$ cat src/vdl_pkg.sv
// vdl_pkg: shared types, constants and codes for the directional vertex lighting block
// used by every module in src
`default_nettype none

package vdl_pkg;

  localparam int LIGHT_SLOTS_DEF = 8;
  localparam int COLOR_W         = 8;
  localparam int VEC_W           = 16;
  localparam int PROD_W          = 2 * VEC_W;
  localparam int DOT_W           = PROD_W + 2;
  localparam int CONTRIB_W       = COLOR_W + PROD_W;
  localparam int FRAC_BITS       = 28;
  localparam int SLOT_FIELD_W    = 3;
  localparam int COUNT_W         = 3;
  localparam int SLOT_EXT_W      = 5;
  localparam int IN_DATA_W       = 80;
  localparam int OUT_DATA_W      = 24;
  localparam int APB_ADDR_W      = 3;
  localparam int APB_DATA_W      = 32;

  localparam logic CMD_LOAD   = 1'b0;
  localparam logic CMD_VERTEX = 1'b1;

  localparam logic REG_LIGHT_COUNT = 1'b0;

  typedef struct packed {
    logic [COLOR_W-1:0] blue;
    logic [COLOR_W-1:0] green;
    logic [COLOR_W-1:0] red;
  } color_t;

  typedef struct packed {
    logic signed [VEC_W-1:0] z;
    logic signed [VEC_W-1:0] y;
    logic signed [VEC_W-1:0] x;
  } vec_t;

  typedef struct packed {
    vec_t   dir;
    color_t col;
  } light_t;

  typedef struct packed {
    logic issue;
    logic last;
    logic clear;
  } vdl_ctrl_t;

endpackage

`default_nettype wire

$ cat src/vdl_datapath.sv
// vdl_datapath: dot product, diffuse scaling and per-channel accumulation pipeline
// depends on vdl_pkg, fed by vdl_light_mem read data
`default_nettype none

module vdl_datapath #(
  parameter int LIGHT_SLOTS = vdl_pkg::LIGHT_SLOTS_DEF
) (
  input  wire                clk_i,
  input  wire                rst_ni,
  input  vdl_pkg::vdl_ctrl_t ctrl_i,
  input  vdl_pkg::vec_t      normal_i,
  input  vdl_pkg::light_t    light_i,
  output logic               done_o,
  output vdl_pkg::color_t    result_o
);
  import vdl_pkg::*;

  localparam int ACC_W = CONTRIB_W + $clog2(LIGHT_SLOTS);
  localparam logic [ACC_W-1:0] ACC_ONE = ACC_W'(64'd255 << FRAC_BITS);

  vec_t norm_q;

  logic v1_q, last1_q, v2_q, last2_q, v3_q, last3_q, v4_q, last4_q;

  logic signed [PROD_W-1:0] px_q, py_q, pz_q;
  color_t                   col2_q, col3_q;
  logic signed [DOT_W-1:0]  dot_d, dot_q;
  logic [CONTRIB_W-1:0]     cr_d, cg_d, cb_d, cr_q, cg_q, cb_q;
  logic [ACC_W-1:0]         accr_q, accg_q, accb_q;
  logic                     dot_pos;

  function automatic logic [COLOR_W-1:0] clamp_ch(input logic [ACC_W-1:0] acc);
    logic [COLOR_W-1:0] res;
    if (acc > ACC_ONE) begin
      res = {COLOR_W{1'b1}};
    end else begin
      res = acc[FRAC_BITS +: COLOR_W];
    end
    return res;
  endfunction

  always_ff @(posedge clk_i or negedge rst_ni) begin
    if (!rst_ni) begin
      v1_q    <= 1'b0;
      last1_q <= 1'b0;
      v2_q    <= 1'b0;
      last2_q <= 1'b0;
      v3_q    <= 1'b0;
      last3_q <= 1'b0;
      v4_q    <= 1'b0;
      last4_q <= 1'b0;
    end else begin
      v1_q    <= ctrl_i.issue;
      last1_q <= ctrl_i.issue & ctrl_i.last;
      v2_q    <= v1_q;
      last2_q <= last1_q;
      v3_q    <= v2_q;
      last3_q <= last2_q;
      v4_q    <= v3_q;
      last4_q <= last3_q;
    end
  end

  always_ff @(posedge clk_i) begin
    if (ctrl_i.clear) begin
      norm_q <= normal_i;
    end
  end

  // stage 2: component products
  always_ff @(posedge clk_i) begin
    px_q   <= light_i.dir.x * norm_q.x;
    py_q   <= light_i.dir.y * norm_q.y;
    pz_q   <= light_i.dir.z * norm_q.z;
    col2_q <= light_i.col;
  end

  // stage 3: dot product
  assign dot_d = DOT_W'(px_q) + DOT_W'(py_q) + DOT_W'(pz_q);

  always_ff @(posedge clk_i) begin
    dot_q  <= dot_d;
    col3_q <= col2_q;
  end

  // stage 4: contribution, ambient scaled by one, lights only when facing
  assign dot_pos = !dot_q[DOT_W-1] && (dot_q != '0);

  always_comb begin
    if (last3_q) begin
      cr_d = CONTRIB_W'(col3_q.red) << FRAC_BITS;
      cg_d = CONTRIB_W'(col3_q.green) << FRAC_BITS;
      cb_d = CONTRIB_W'(col3_q.blue) << FRAC_BITS;
    end else if (dot_pos) begin
      cr_d = CONTRIB_W'(col3_q.red) * CONTRIB_W'(dot_q[PROD_W-1:0]);
      cg_d = CONTRIB_W'(col3_q.green) * CONTRIB_W'(dot_q[PROD_W-1:0]);
      cb_d = CONTRIB_W'(col3_q.blue) * CONTRIB_W'(dot_q[PROD_W-1:0]);
    end else begin
      cr_d = '0;
      cg_d = '0;
      cb_d = '0;
    end
  end

  always_ff @(posedge clk_i) begin
    cr_q <= cr_d;
    cg_q <= cg_d;
    cb_q <= cb_d;
  end

  // accumulation
  always_ff @(posedge clk_i or negedge rst_ni) begin
    if (!rst_ni) begin
      accr_q <= '0;
      accg_q <= '0;
      accb_q <= '0;
    end else if (ctrl_i.clear) begin
      accr_q <= '0;
      accg_q <= '0;
      accb_q <= '0;
    end else if (v4_q) begin
      accr_q <= accr_q + ACC_W'(cr_q);
      accg_q <= accg_q + ACC_W'(cg_q);
      accb_q <= accb_q + ACC_W'(cb_q);
    end
  end

  assign done_o         = v4_q & last4_q;
  assign result_o.red   = clamp_ch(accr_q);
  assign result_o.green = clamp_ch(accg_q);
  assign result_o.blue  = clamp_ch(accb_q);

endmodule

`default_nettype wire

$ cat config.mk
export PLATFORM = sky130hd
export DESIGN_NAME = vdl_datapath
export DESIGN_NICKNAME = d
export VERILOG_FILES = /design/src/vdl_pkg.sv /design/src/vdl_datapath.sv
export SDC_FILE = /design/constraint.sdc
export NUM_CORES = 2
export LEC_CHECK = 0
export ABC_AREA = 0
export BUFFER_PORTS_ARGS = -buffer_cell sky130_fd_sc_hd__buf_2
export CORE_UTILIZATION = 60
export CTS_BUF_LIST = sky130_fd_sc_hd__clkbuf_16
export CTS_CLUSTER_DIAMETER = 60
export CTS_CLUSTER_SIZE = 10
export DETAILED_ROUTE_END_ITERATION = 10
export PLACE_DENSITY = 0.79
export SYNTH_ARGS = -nofsm -noshare
export SYNTH_HDL_FRONTEND = slang
export SYNTH_SLANG_ARGS = --single-unit
$ cat constraint.sdc
create_clock -name clk_i -period 14.9 [get_ports clk_i]
set_input_delay 0 -clock clk_i [delete_from_list [all_inputs] [get_ports clk_i]]
set_output_delay 0 -clock clk_i [all_outputs]
set_load 0.05 [all_outputs]
[After elaboration in Yosys (flattened, before gate mapping)]
Index checks and enable logic that the tools add are counted.
Storage, ports and cells
  input bits: 125
  register bits: 483
  logic and storage cells: 67
Cells by class
  bitwise gates (word level): 3
  $mul: 6
  reduce and logical (&&, ||, !) cells: 5
  $add $sub $neg: 5
  order comparisons: 3
  multiplexer cells: 15
Operators by type and width (number)
  2-to-1 mux 43 bit: 6
  2-to-1 mux 36 bit: 6
  adder 43 x 40 -> 43 bit: 3
  greater-than comparator 43 x 36 -> 1 bit, second input constant: 3
  multiplier 8 x 32 -> 40 bit: 3
  multiplier 16 x 16 -> 32 bit: 3
  adder 33 x 32 -> 34 bit: 1
  nonzero test 34 bit: 1
  adder 32 x 32 -> 33 bit: 1
  2-to-1 mux 8 bit: 3
  bitwise AND 1 bit: 2
  nonzero test 2 bit: 1
  OR reduction 2 bit: 1
  logical AND 1 bit: 1
  logical NOT 1 bit: 1
  inverter 1 bit: 1

[Logic depth before layout (Yosys ltp)]
  depth after elaboration: 4
  depth in mapped cells: 26
  mapped depth without buffers: 24

[Least setup slack after synthesis]
No wires, ideal clock.
  path kind: register to register
  from: reg norm_q[17] in the netlist's numbering
  to: reg py_q[31]
  data arrival time: 6.206 ns
  setup slack: 8.573 ns
  clock period less this slack: 6.327 ns
  cell stages (with the launch flop): 25
  cell sequence: edfxtp_1 -> clkbuf_1 -> and2_1 -> fa_1 -> inv_1 -> fa_1 -> inv_1 -> fa_1 -> inv_1 -> fa_1 -> fa_1 -> fa_1 -> inv_1 -> ha_1 -> clkbuf_1 -> nand2_1 -> o21ai_0 -> nor2_1 -> o31a_1 -> o21ai_1 -> a211o_1 -> a2111oi_0 -> o41ai_1 -> a31oi_1 -> xnor2_1
Between the ends
  cells in the longest elaborated chain, start to end: 1
Ends and longest elaborated chain
  from (decl): RTL line vdl_datapath.sv:21  | vec_t norm_q;
  from (signal assigned): RTL line vdl_datapath.sv:66  | norm_q <= normal_i;
  multiplier 16 x 16 -> 32 bit: RTL line vdl_datapath.sv:73  | py_q <= light_i.dir.y * norm_q.y;
  to (signal assigned): RTL line vdl_datapath.sv:73
  to (decl): RTL line vdl_datapath.sv:25  | logic signed [PROD_W-1:0] px_q, py_q, pz_q;
Every way passes these cells.
A chain may end at the register's enable or synchronous reset.

[Final worst setup path]
Ends and elaborated chain as after synthesis.

==> results.cfg <==
[critical_path]
crit_path_max_fanout = 16
path_class = reg -> reg
cp_common_cell = fa_1
cp_top_family = adder cells
reg2regPathDepth = 22
cp_slowest_cell = edfxtp_1
path_buf_inv = 4
reg2reg_slack_ns = 7.90
cp-end-kind = register
slowest_delay_ns = 0.65
cp-start-kind = register
arrival_ns = 7.56
timing.rr.start = norm_q[17]$_DFFE_PP_
path_cells = and2_1, fa_1, inv_1, fa_1, inv_1, fa_1, inv_1, fa_1, fa_1, fa_1, inv_1, ha_1, nand4_1, nor2_1, nor2_1, o31a_1, o21ai_1, a211o_1, a2111oi_0, o41ai_1, a31oi_1, xnor2_1
cp.required_ns = 15.46
r2r_end = py_q[31]$_DFF_P_

[detailed_routing]
drt_iter0_markers = 3889
firstDrtPassIters = 11
num_vias = 56900
wire_per_inst_um = 18.4
drcViolationCount = 24
avgViaCountPerCell = 5.70
wl_um = 184000
final_antenna_net_count = 0

[floorplan]
die_y_um = 356
fp.dieW_um = 356
core_region_area_mm2 = 0.124
die_area_mm2 = 0.127
ios = 150
rows = 129
initial_utilization_pct = 60.6

[layout]
seq_area_mm2 = 0.0108
syn_to_final_growth_pct = 7.81
num-nets-final = 10300
fill_cells = 9825
multiInputGateArea_mm2 = 0.0576
finalNonFillerCells = 9978
drive_gt1_share_pct = 4.91

[clock_tree]
post-cts-setup-buffers = 0
clk_pin_slew_worst_paths_ns = 0.06
cts_sinks = 483
cts_made_buffers = 73
cts_tree = built
cts-htree-levels = 3
clk_latency_ns = 0.69
cts_root_buffer = clkbuf_16
clock_path_buffers = 3

[timing]
fmax_mhz = 143
setup_violations = 0
finClkSkew_ns = 0.0310
max_slew_margin_pct = 13.5
worst_pin_slew_ns = 1.30
fin_setup_tns_ns = 0
finalCriticalPeriod_ns = 7.00
hold_viol_final = 0
finalMaxSlewViolations = 0
rsz0062_at_grt = no
layout_worst_path_cycle_share_pct = 47.0

[synth]
yosysUniqueCellTypes = 93
yosys.area.top_type_share_pct = 36.3
async_flop_share_pct = 28.4
synth_area_per_cell_um2 = 9.19
yosys.area.top_type = fa_1
synth_warnings = 0
yosysMostFrequentCell = inv_1
synth.cell_area_mm2 = 0.0751
synthTopCellsByCount = inv_1 (1,460), fa_1 (1,362), nand2_1 (896)
ys_top_cells_by_area = fa_1 (36%), ha_1 (9.6%), dfxtp_1 (7.9%), inv_1 (7.3%), and2_1 (6.6%)
ys_seq_elements = 483
synthCells = 8170
synth_fp_nets = 10200
synth_edf_count = 48
ys.flop_type = dfxtp_1
ys_seq_area_share_pct = 14.4

[placement]
dp.cells = 9709
dp_hpwl_um = 141000
port_buffers = 149
routabilityCongestion = 0.942

[min_path]
min_to = py_q[1]$_DFF_P_
min_from = light_i[41]
hold_path_depth = 3
hp-class = in -> reg

[run]
drv_cap = 0

[global_route]
overflow = 0
antenna_found_initial = 3
grt_pass1_wl_um = 307000
grt_pass1_vias = 61300
grt_start_max_net_pins = 76
grt_use_total_pct = 30.2

[run_status]
violations = design-rule violations
status = finished, violations left
## sequential cells by signal (all words and copies together) (netlist names), 24 cells and up
signal,cells
dot_q,34
accb_q,43
cr_q,40
cg_q,40
col2_q,24
accr_q,43
py_q,32
col3_q,24
norm_q,48
px_q,32
pz_q,32
cb_q,40
accg_q,43
## worst min-delay path: cells and delay by family
family / cells / cell delay [ns]
simple gates: 1 / 0.19
fa+ha+maj: 1 / 0.17
buf+inv: 1 / 0.29
## cells in the final DEF, fill, tap and decap left out, types with 33 or more instances in the layout
master / instances
o21a_1: 54
clkbuf_16: 76
inv_1: 1480
nand2_1: 896
buf_4: 66
xor2_1: 103
a211oi_1: 38
ha_1: 578
nor3_1: 66
dfxtp_1: 297
nor2_1: 341
dlygate4sd3_1: 134
o21ai_0: 190
o21bai_1: 38
nand4_1: 45
nand3_1: 106
nor4_1: 39
or2_2: 33
buf_2: 147
a21oi_1: 301
xnor2_1: 200
dfrtp_1: 136
fa_1: 1362
edfxtp_1: 48
nand2b_1: 70
nor2b_1: 41
a21o_1: 176
and2_1: 796
a31oi_1: 37
and3_1: 45
mux2i_1: 68
## worst max path at each step
stage	startpoint	endpoint	cells past startpoint	slack, ns
after floorplan	norm_q[17]$_DFFE_PP_	py_q[31]$_DFF_P_	24	8.57
after detailed placement	norm_q[17]$_DFFE_PP_	py_q[31]$_DFF_P_	22	8.06
after global routing	norm_q[17]$_DFFE_PP_	py_q[31]$_DFF_P_	22	7.62
final	norm_q[17]$_DFFE_PP_	py_q[31]$_DFF_P_	22	7.90
after global placement	norm_q[17]$_DFFE_PP_	py_q[31]$_DFF_P_	22	8.15
after CTS	norm_q[17]$_DFFE_PP_	py_q[31]$_DFF_P_	22	7.94
## repair_timing
action,4_1_cts,5_1_grt
endpoints found under the hold margin,178,0
resized for setup,0,0
hold buffers,135,0
setup endpoints to repair,0,0
## cell families after synthesis
kind of cell    synth area share (%)
simple gates                    17.0
buf+inv                         8.88
xor+xnor                        3.54
flops                           14.4
compound gates                  9.15
mux                             1.01
fa+ha+maj                       46.0
## routing by layer
| metal | vias to the layer above | track usage [%] | part of all wire (%) |
|---|---|---|---|
| met5 | - | 0 | 0 |
| met4 | 0 | 12.4 | 4.1 |
| met3 | 488 | 4.77 | 6.9 |
| met2 | 2140 | 52.5 | 50 |
| met1 | 28500 | 37.3 | 39 |
| li1 | 25800 | - | - |
## through the flow
stage	hold WS, ns	utilization [%]	setup slack, ns	cell area [µm²]
floorplan	-0.296	-	8.57	75100
global placement	-0.0308	62.3	8.15	77200
detailed placement	-0.0349	62.3	8.06	77200
CTS	0.0000701	65.3	7.94	80900
global route	0.0284	65.3	7.62	80900
finish	0.0281	65.3	7.90	80900
## area by class of cell
class                      count  area share [%]
antenna                        4          0.0124
clock buffer                  76            2.35
clock inverter                54           0.554
inverter                    1460            6.77
multi-input combinational   5914            71.1
sequential                   483            13.4
tap                         1637            2.53
timing repair buffer         350            3.24
Power is not shown: default switching activity piles up to over one toggle a cycle in this logic, so the estimate is an artifact.
