--- config.mk ---
export PLATFORM = sky130hd
export DESIGN_NAME = vdl_light_mem
export DESIGN_NICKNAME = d
export VERILOG_FILES = /design/src/vdl_pkg.sv /design/src/vdl_light_mem.sv
export SDC_FILE = /design/constraint.sdc
export NUM_CORES = 1
export LEC_CHECK = 0
export BUFFER_PORTS_ARGS = -buffer_cell sky130_fd_sc_hd__buf_2
export CAP_MARGIN = 10
export CORE_MARGIN = 5
export CORE_UTILIZATION = 60
export DETAILED_ROUTE_END_ITERATION = 6
export PLACE_DENSITY = 0.79
export SLEW_MARGIN = 20
export SYNTH_ARGS = -nofsm -noshare
export SYNTH_HDL_FRONTEND = slang
export SYNTH_SLANG_ARGS = --single-unit
export TNS_END_PERCENT = 100
--- constraint.sdc ---
create_clock -name clk_i -period 8.2 [get_ports clk_i]
set_clock_uncertainty 0.2 [all_clocks]
set_input_delay 0.41 -clock clk_i [delete_from_list [all_inputs] [get_ports clk_i]]
set_output_delay 0.41 -clock clk_i [all_outputs]
set_load 0.05 [all_outputs]
--- src/vdl_pkg.sv ---
// vdl_pkg: shared types, constants and codes for the directional vertex lighting block
// used by every module in src
`default_nettype none

package vdl_pkg;

  localparam int LIGHT_SLOTS_DEF = 8;
  localparam int COLOR_W         = 8;
  localparam int VEC_W           = 16;
  localparam int PROD_W          = 2 * VEC_W;
  localparam int DOT_W           = PROD_W + 2;
  localparam int CONTRIB_W       = COLOR_W + PROD_W;
  localparam int FRAC_BITS       = 28;
  localparam int SLOT_FIELD_W    = 3;
  localparam int COUNT_W         = 3;
  localparam int SLOT_EXT_W      = 5;
  localparam int IN_DATA_W       = 80;
  localparam int OUT_DATA_W      = 24;
  localparam int APB_ADDR_W      = 3;
  localparam int APB_DATA_W      = 32;

  localparam logic CMD_LOAD   = 1'b0;
  localparam logic CMD_VERTEX = 1'b1;

  localparam logic REG_LIGHT_COUNT = 1'b0;

  typedef struct packed {
    logic [COLOR_W-1:0] blue;
    logic [COLOR_W-1:0] green;
    logic [COLOR_W-1:0] red;
  } color_t;

  typedef struct packed {
    logic signed [VEC_W-1:0] z;
    logic signed [VEC_W-1:0] y;
    logic signed [VEC_W-1:0] x;
  } vec_t;

  typedef struct packed {
    vec_t   dir;
    color_t col;
  } light_t;

  typedef struct packed {
    logic issue;
    logic last;
    logic clear;
  } vdl_ctrl_t;

endpackage

`default_nettype wire

--- src/vdl_light_mem.sv ---
// vdl_light_mem: light table, one synchronous memory of color and direction per slot
// depends on vdl_pkg
`default_nettype none

module vdl_light_mem #(
  parameter int LIGHT_SLOTS = vdl_pkg::LIGHT_SLOTS_DEF
) (
  input  wire                             clk_i,
  input  wire                             wr_en_i,
  input  wire [$clog2(LIGHT_SLOTS)-1:0]   wr_idx_i,
  input  vdl_pkg::light_t                 wr_data_i,
  input  wire                             rd_en_i,
  input  wire [$clog2(LIGHT_SLOTS)-1:0]   rd_idx_i,
  output vdl_pkg::light_t                 rd_data_o
);
  import vdl_pkg::*;

  light_t mem_q [LIGHT_SLOTS];
  light_t rd_data_q;

  always_ff @(posedge clk_i) begin
    if (wr_en_i) begin
      mem_q[wr_idx_i] <= wr_data_i;
    end
  end

  always_ff @(posedge clk_i) begin
    if (rd_en_i) begin
      rd_data_q <= mem_q[rd_idx_i];
    end
  end

  assign rd_data_o = rd_data_q;

endmodule

`default_nettype wire

* Yosys cells after proc, flatten, opt, wreduce, memory -nomap -nowiden
Memories as Yosys holds them, arrays and structs flattened. A register that Yosys moved wholly into a read port is not among the register bits. Cells that the tools add are included.
Storage, ports and cells: output and inout bits 72, bits in writable memories 576, register bits after elaboration 0, memories 1, logic and storage cells 3, input port bits 81
Cells by class: muxes and demuxes 2
Memories:
- mem_q | depth 8, bits a word 72, read ports 1, clocked after memory_dff 1, wr ports 1, RTL line vdl_light_mem.sv:18 | light_t mem_q [LIGHT_SLOTS];
Operators with widths (number):
- two-way mux 1 bit | 2

* Depth between registers and ports, before layout
Gate-level depths: netlist of run 1.
word-level depth 2, mapped depth 5, gate-level depth less buffers 2

* Worst setup path after synthesis of run 1
OpenSTA, ideal clock, no wires.
kind input-to-reg, start in wr_idx_i[2], end mem mem_q[0][0] in the netlist's numbering (enable), arrival time 5.476 ns, path buffers 0, required time 7.408 ns, path slack 1.933 ns, cell stages on the path 2, setup time 0.592 ns, cells stage by stage nand2b_1 nor3_1
RTL lines:
- start, declared | RTL line vdl_light_mem.sv:10 | input wire [$clog2(LIGHT_SLOTS)-1:0] wr_idx_i,
- end, declared | RTL line vdl_light_mem.sv:18
Straight into the memory's write port.

==> flow_summary.yaml, run 1 <==
clock_network:
  clockBufferDepth: 3
  cts_resized: 0
  clkLatencyLatePin_ns: 0.61
  hold_buffers: 72
  post_cts_buffers: 0
  cts.sinks: 648
  root_buffer: "clkbuf_16"
  htree_levels: 2
  cts_buffers: 61
  cts.clk_slew.worst_paths_ns: 0.06
  cts_tree: "built"
synth:
  synth_top_cell_by_area: "edfxtp_1"
  synth_compound_area_share_pct: 0
  synth_xor_area_share_pct: 0
  muxShareOfSynthArea_pct: 17.76
  ys_types: 14
  netlist.area_leader.share_pct: 80.78
  syn_inst: 917
  yosysSeqAreaShare_pct: 80.78
  synth_fa_ha_area_share_pct: 0
  synth_area_leaders: "edfxtp_1 (81%), mux4_2 (13%), mux2_4 (3.7%), buf_12 (0.58%), mux2_2 (0.56%)"
  synth_simple_gate_area_share_pct: 0.2441
  synthArstFlopShare_pct: 0
  synth_top_family_by_area: "multiplexers"
  synth_commonest_cells: "edfxtp_1 (648), mux4_2 (144), mux2_4 (60)"
  synth-seq-cells: 648
  synth-main-ff-cell: "edfxtp_1"
  synth.cell_area_mm2: 0.02409
  yosysWarningCount: 0
  avgSynthCellArea_um2: 26.27
  yosys.cell_count.top_type: "edfxtp_1"
  synth-edff-count: 648
  synth.net_count: 998
critical_path:
  critPathMaxStageDelay_ns: 0.85
  cp.arrival_ns: 2.70
  critPathLaunchType: "input pin"
  path_max_fanout: 80
  cp.required_ns: 8.35
  r2r_start: "mem_q[2][8]"
  cp-end-kind: "flip-flop"
  crit_type: "in2reg"
  path_cells: "buf_6 > buf_4 > mux4_2 > mux2_4"
  crit_start: "rd_idx_i[2]"
  slowest_stage: "buf_4"
drt:
  via_per_inst: 5.950
  dr.pass1.iters: 5
  num_vias: 10450
  drt_iter0_drc: 904
  drc: 0
  detail-route-antenna-nets: 0
  wirelength_um: 45310
  routedWlPerCell_um: 25.80
layout:
  fillCellCount: 2346
  syn2layout_area_growth_pct: 16.03
  final_util_pct: 70.35
  finalInstanceArea_mm2: 0.02795
  drive_gt1_share_pct: 38.13
  final_nets: 1261
placement:
  gp_congestion: 0.6871
  place_area_mm2: 0.02541
  io_buffer_count: 152
  dp_hpwl_um: 22350
global_route:
  grt_max_degree: 81
  antenna_found_initial: 1
  grt_usage_pct: 20.93
  grt_pass1_vias: 11150
  grt-ovfl-total: 0
  grt_pass1_wl_um: 69190
sta:
  fin_tns_setup_ns: 0
  finalCritPeriodShare_pct: 31.01
  fmax_mhz: 393.3
  worst_pin_slew_ns: 1.129
  maxSlewHeadroom_pct: 24.71
  final-setup-viol-count: 0
  finalCriticalPeriod_ns: 2.543
  final_max_slew_viol_count: 0
  rsz0062_at_grt: "no"
  hold_viol: 0
pwr:
  power_density_mw_per_mm2: 245.7
  leakagePower_nw: 9.297
  peakVddDrop_mv: 0.1827
worst_hold_path:
  hp-class: "in2reg"
  hold_start: "rd_en_i"
run_status:
  status: "completed"
floorplan:
  die_y_um: 210.4
  fp.dieArea_mm2: 0.04426
  core_mm2: 0.03973
  die_w_um: 210.4
  initial_core_util_pct: 60.63
  ios: 153
  rows: 73
flow_run:
  maxCapViolations: 0
[path summary, 6_finish.rpt]
kind                            depth (start not counted)  slack (ns)       endpoint
worst max register to register                          2        6.57   rd_data_o[8]
worst max-delay path                                    4        5.66  rd_data_o[31]
worst min register to register                          2        0.55  rd_data_o[36]
worst min-delay path                                    1        0.16   rd_data_o[7]
[cells by family after synthesis]
logic type | count (synthesis)
buffers and inverters | 40
DFF | 648
muxes | 216
and+or+nand+nor | 13
[cell usage in the layout (no fill, tap or decap)]
cell	count
inv_6	1
buf_8	1
buf_2	148
nor2_4	6
nand2b_1	3
clkbuf_1	20
dlygate4sd3_1	72
mux2_2	12
mux2_4	60
nand2_1	2
clkbuf_16	63
mux4_2	144
nor3_2	2
bufinv_16	1
edfxtp_1	648
diode_2	1
clkinv_1	16
buf_6	2
clkinvlp_4	1
clkinv_2	11
buf_4	17
[area by class of cell]
cell class	count	area, um2	share of cell area (%)
sequential	648	19460	69.62
multi-input combinational	229	4393	15.72
clock buffer	83	1652	5.909
timing repair buffer	240	1627	5.819
tap	525	656.9	2.350
clock inverter	30	161.4	0.5775
antenna	1	2.502	0.008953
[critical path, delay by kind of cell]
kind     cells  cell delay (ns)
buf+inv      2             1.48
mux          2             0.70
[registers in the layout, indices dropped and copies added (netlist names)]
register	flops
rd_data_o	72
mem_q	576
[metrics by stage]
stage / hold slack [ns] / worst slack (ns) / power, W / std cells
global route: 0.1543 / 5.571 / 0.007110 / 1756
CTS: 0.1431 / 5.513 / 0.006927 / 1755
floorplan: 0.3089 / 1.933 / 0.004208 / 917
finish: 0.1609 / 5.657 / 0.006868 / 1756
global placement: 0.4722 / 4.938 / 0.004336 / 1570
detailed placement: 0.4836 / 4.888 / 0.004352 / 1570
[routing by layer]
| metal | up-vias | global-route usage (%) | wire, um |
|---|---|---|---|
| met2 | 334 | 34.39 | 23060 |
| li1 | 4479 | - | - |
| met4 | 0 | 4.762 | 836 |
| met5 | - | 0 | 0 |
| met3 | 65 | 4.391 | 2740 |
| met1 | 5570 | 29.95 | 18680 |
[power breakdown]
part           leakage (nW)  switching [W]  internal, W  total, W
combinational          2.47       0.000287     0.000200  0.000486
clock                 0.887        0.00113      0.00143   0.00256
sequential             5.94      0.0000340      0.00379   0.00382
total                  9.30        0.00145      0.00542   0.00687
Note: power is estimated with default switching activity, not from simulation.
==> inputs of run 2 (changes only) <==
ABC_AREA = 1   (was default)
CORE_UTILIZATION = 61   (was 60)
PLACE_DENSITY = 0.8   (was 0.79)
clock period = 2.6 ns   (was 8.2 ns; I/O delays follow)
==> run 2 against run 1 <==
Combinational power rose to 3.8 times the previous value. Sequential power rose to 3.1 times the previous value. Non-clock buffer count up 25. Sequential share of layout area down 7.7 points.
==> flow_summary.yaml, run 2 <==
drt:
  drc: 0
  num_vias: 18040
  routedWlPerCell_um: 17.81
  wirelength_um: 61140
  dr.pass1.iters: 6
  detail-route-antenna-nets: 0
  via_per_inst: 5.256
  drt_iter0_drc: 1936
pwr:
  peakVddDrop_mv: 0.5223
  p_sw_w: 0.005028
  clock_power_share_pct: 37.2
  p_int_w: 0.01710
  power_density_mw_per_mm2: 704.1
  comb_power_share_pct: 8.4
  leakagePower_nw: 14.25
  p_seq_share_pct: 54.4
  p_sw_share_pct: 22.72
critical_path:
  slowest_stage: "dlygate4sd3_1"
  cp_num_buf_inv: 5
  cp-end-kind: "flip-flop"
  critPathLaunchType: "input pin"
  critPathMaxStageDelay_ns: 0.58
  cpLargestDelayFamily: "buffers and inverters"
  path_max_fanout: 72
  cp.required_ns: 2.87
  crit_type: "in2reg"
  cp.arrival_ns: 2.65
  path_cells: "dlygate4sd3_1 > buf_6 > buf_16 > nand3_1 > nand2_1 > nand2_1 > dlygate4sd3_1 > nand2_1 > dlygate4sd3_1"
floorplan:
  rows: 77
  die_y_um: 221.5
  die_w_um: 221.5
  core_mm2: 0.04422
  initial_core_util_pct: 61.70
  ios: 153
  fp.dieArea_mm2: 0.04906
sta:
  finalCritPeriodShare_pct: 91.30
  final_max_slew_viol_count: 0
  hold_viol: 0
  rsz0062_at_grt: "no"
  final-setup-viol-count: 0
  finalCriticalPeriod_ns: 2.374
  fmax_mhz: 421.3
  maxSlewHeadroom_pct: 60.23
  fin_tns_setup_ns: 0
  worst_pin_slew_ns: 0.5965
synth:
  yosys.cell_count.top_type: "nand2_1"
  synth_top_cell_by_area: "edfxtp_1"
  synth-edff-count: 648
  synth.net_count: 2658
  synth_area_leaders: "edfxtp_1 (71%), nand2_1 (13%), inv_1 (8.0%), nand3_1 (5.3%), buf_2 (0.83%)"
  synth_fa_ha_area_share_pct: 0
  synth_commonest_cells: "nand2_1 (942), edfxtp_1 (648), inv_1 (579)"
  synth_simple_gate_area_share_pct: 18.35
  synth_compound_area_share_pct: 0
  synth.cell_area_mm2: 0.02729
  synth_top_family_by_area: "simple AND/OR/NAND/NOR gates"
  synthArstFlopShare_pct: 0
  yosysSeqAreaShare_pct: 71.31
  netlist.area_leader.share_pct: 71.31
  ys_types: 12
  muxShareOfSynthArea_pct: 0
  synth-seq-cells: 648
  synth_xor_area_share_pct: 0
  synth-main-ff-cell: "edfxtp_1"
  avgSynthCellArea_um2: 10.59
  yosysWarningCount: 0
  syn_inst: 2577
clock_network:
  post_cts_buffers: 0
  htree_levels: 2
  cts_tree: "built"
  cts.clk_slew.worst_paths_ns: 0.07
  clockBufferDepth: 3
  root_buffer: "clkbuf_16"
  cts_buffers: 59
  clkLatencyLatePin_ns: 0.61
  cts.sinks: 648
layout:
  layout_common_cells: "nand2_1 (942), edfxtp_1 (648), inv_1 (579)"
  regMostFlops: "mem_q"
  final_nets: 2875
  largest_register_ffs: 576
  drive_gt1_share_pct: 9.514
  final_util_pct: 71.07
  final_common_cell: "nand2_1"
  syn2layout_area_growth_pct: 15.18
global_route:
  grt_pass1_wl_um: 94450
  grt-ovfl-total: 0
  antenna_found_initial: 4
  grt_pass1_vias: 17970
  grt_usage_pct: 24.22
  grt_max_degree: 145
run_status:
  status: "completed"
placement:
  io_buffer_count: 152
  gp_congestion: 0.7761
  dp_hpwl_um: 31000
flow_run:
  maxCapViolations: 0
worst_hold_path:
  hp-class: "in2reg"
==> run 2: cell types whose count changed after synthesis, moves of 18 or more <==
cell     previous run  this run
nand2_1             2       942
buf_2              16        45
mux4_2            144         0
buf_4               0        18
mux2_4             60         0
nand3_1             0       288
inv_1               0       579
==> run 2: power groups by stage <==
stage	sequential [W]	clock, W	combinational [W]
6_report	0.0120	0.00822	0.00186
5_1_grt	0.0121	0.00877	0.00203
4_1_cts	0.0120	0.00829	0.00185
3_5_place_dp	0.0123	0	0.00172
3_3_place_gp	0.0123	0	0.00165
2_1_floorplan	0.0126	0	0.000829
==> run 2: cells by family after synthesis <==
family / count (synthesis)
buffers and inverters: 691
flip-flops: 648
AND/OR/NAND/NOR: 1238
==> run 2: final timing paths <==
kind / startpoint / endpoint / slack (ns) / cells after the start
worst min-delay path: wr_idx_i[0] / mem_q[7][30] / 0.03 / 3
worst max register to register: mem_q[5][39] / rd_data_o[39] / 0.23 / 8
worst max-delay path: rd_idx_i[1] / rd_data_o[39] / 0.23 / 9
worst min register to register: mem_q[1][23] / rd_data_o[23] / 0.49 / 6
==> run 2: metrics by stage <==
stage	hold WS (ns)	area (um2)	total power (W)	setup WS, ns	cells
finish	0.02541	31430	0.02213	0.2262	3432
global route	0.03248	31430	0.02286	0.1622	3432
CTS	0.01006	31390	0.02219	0.02432	3429
detailed placement	0.1933	28740	0.01398	0.6186	3241
global placement	0.1880	28740	0.01390	0.7021	3241
floorplan	0.02887	27310	0.01339	-0.2191	2577
==> run 2: metal layers <==
metal	track usage [%]	vias to the layer above	routed length (um)
met5	0	-	27
li1	-	8486	-
met2	41.93	889	30540
met3	3.853	177	5420
met1	30.95	8483	22870
met4	9.803	4	2278
==> run 2: cell type report <==
cell class	instances	area, um2
Clock inverter	32	239.0
Tap cell	592	740.7
Antenna cell	2	5.005
Inverter	582	2198
Fill cell	2811	12790
Multi-Input combinational cell	1238	5067
Timing Repair Buffer	265	2148
Clock buffer	73	1572
Sequential cell	648	19460
==> run 2: timing repair <==
item / 4_1_cts / 5_1_grt
endpoints found under the hold margin: 646 / 0
hold buffers: 83 / 0
resized for setup: 0 / 1
setup endpoints to repair: 0 / 1
==> run 2: worst register-to-register path: stages, from the launching register on <==
cell           delay (ns)
edfxtp_1             0.40
inv_1                0.08
nand2_1              0.07
nand3_1              0.10
nand2_1              0.07
nand2_1              0.06
dlygate4sd3_1        0.55
nand2_1              0.05
dlygate4sd3_1        0.54
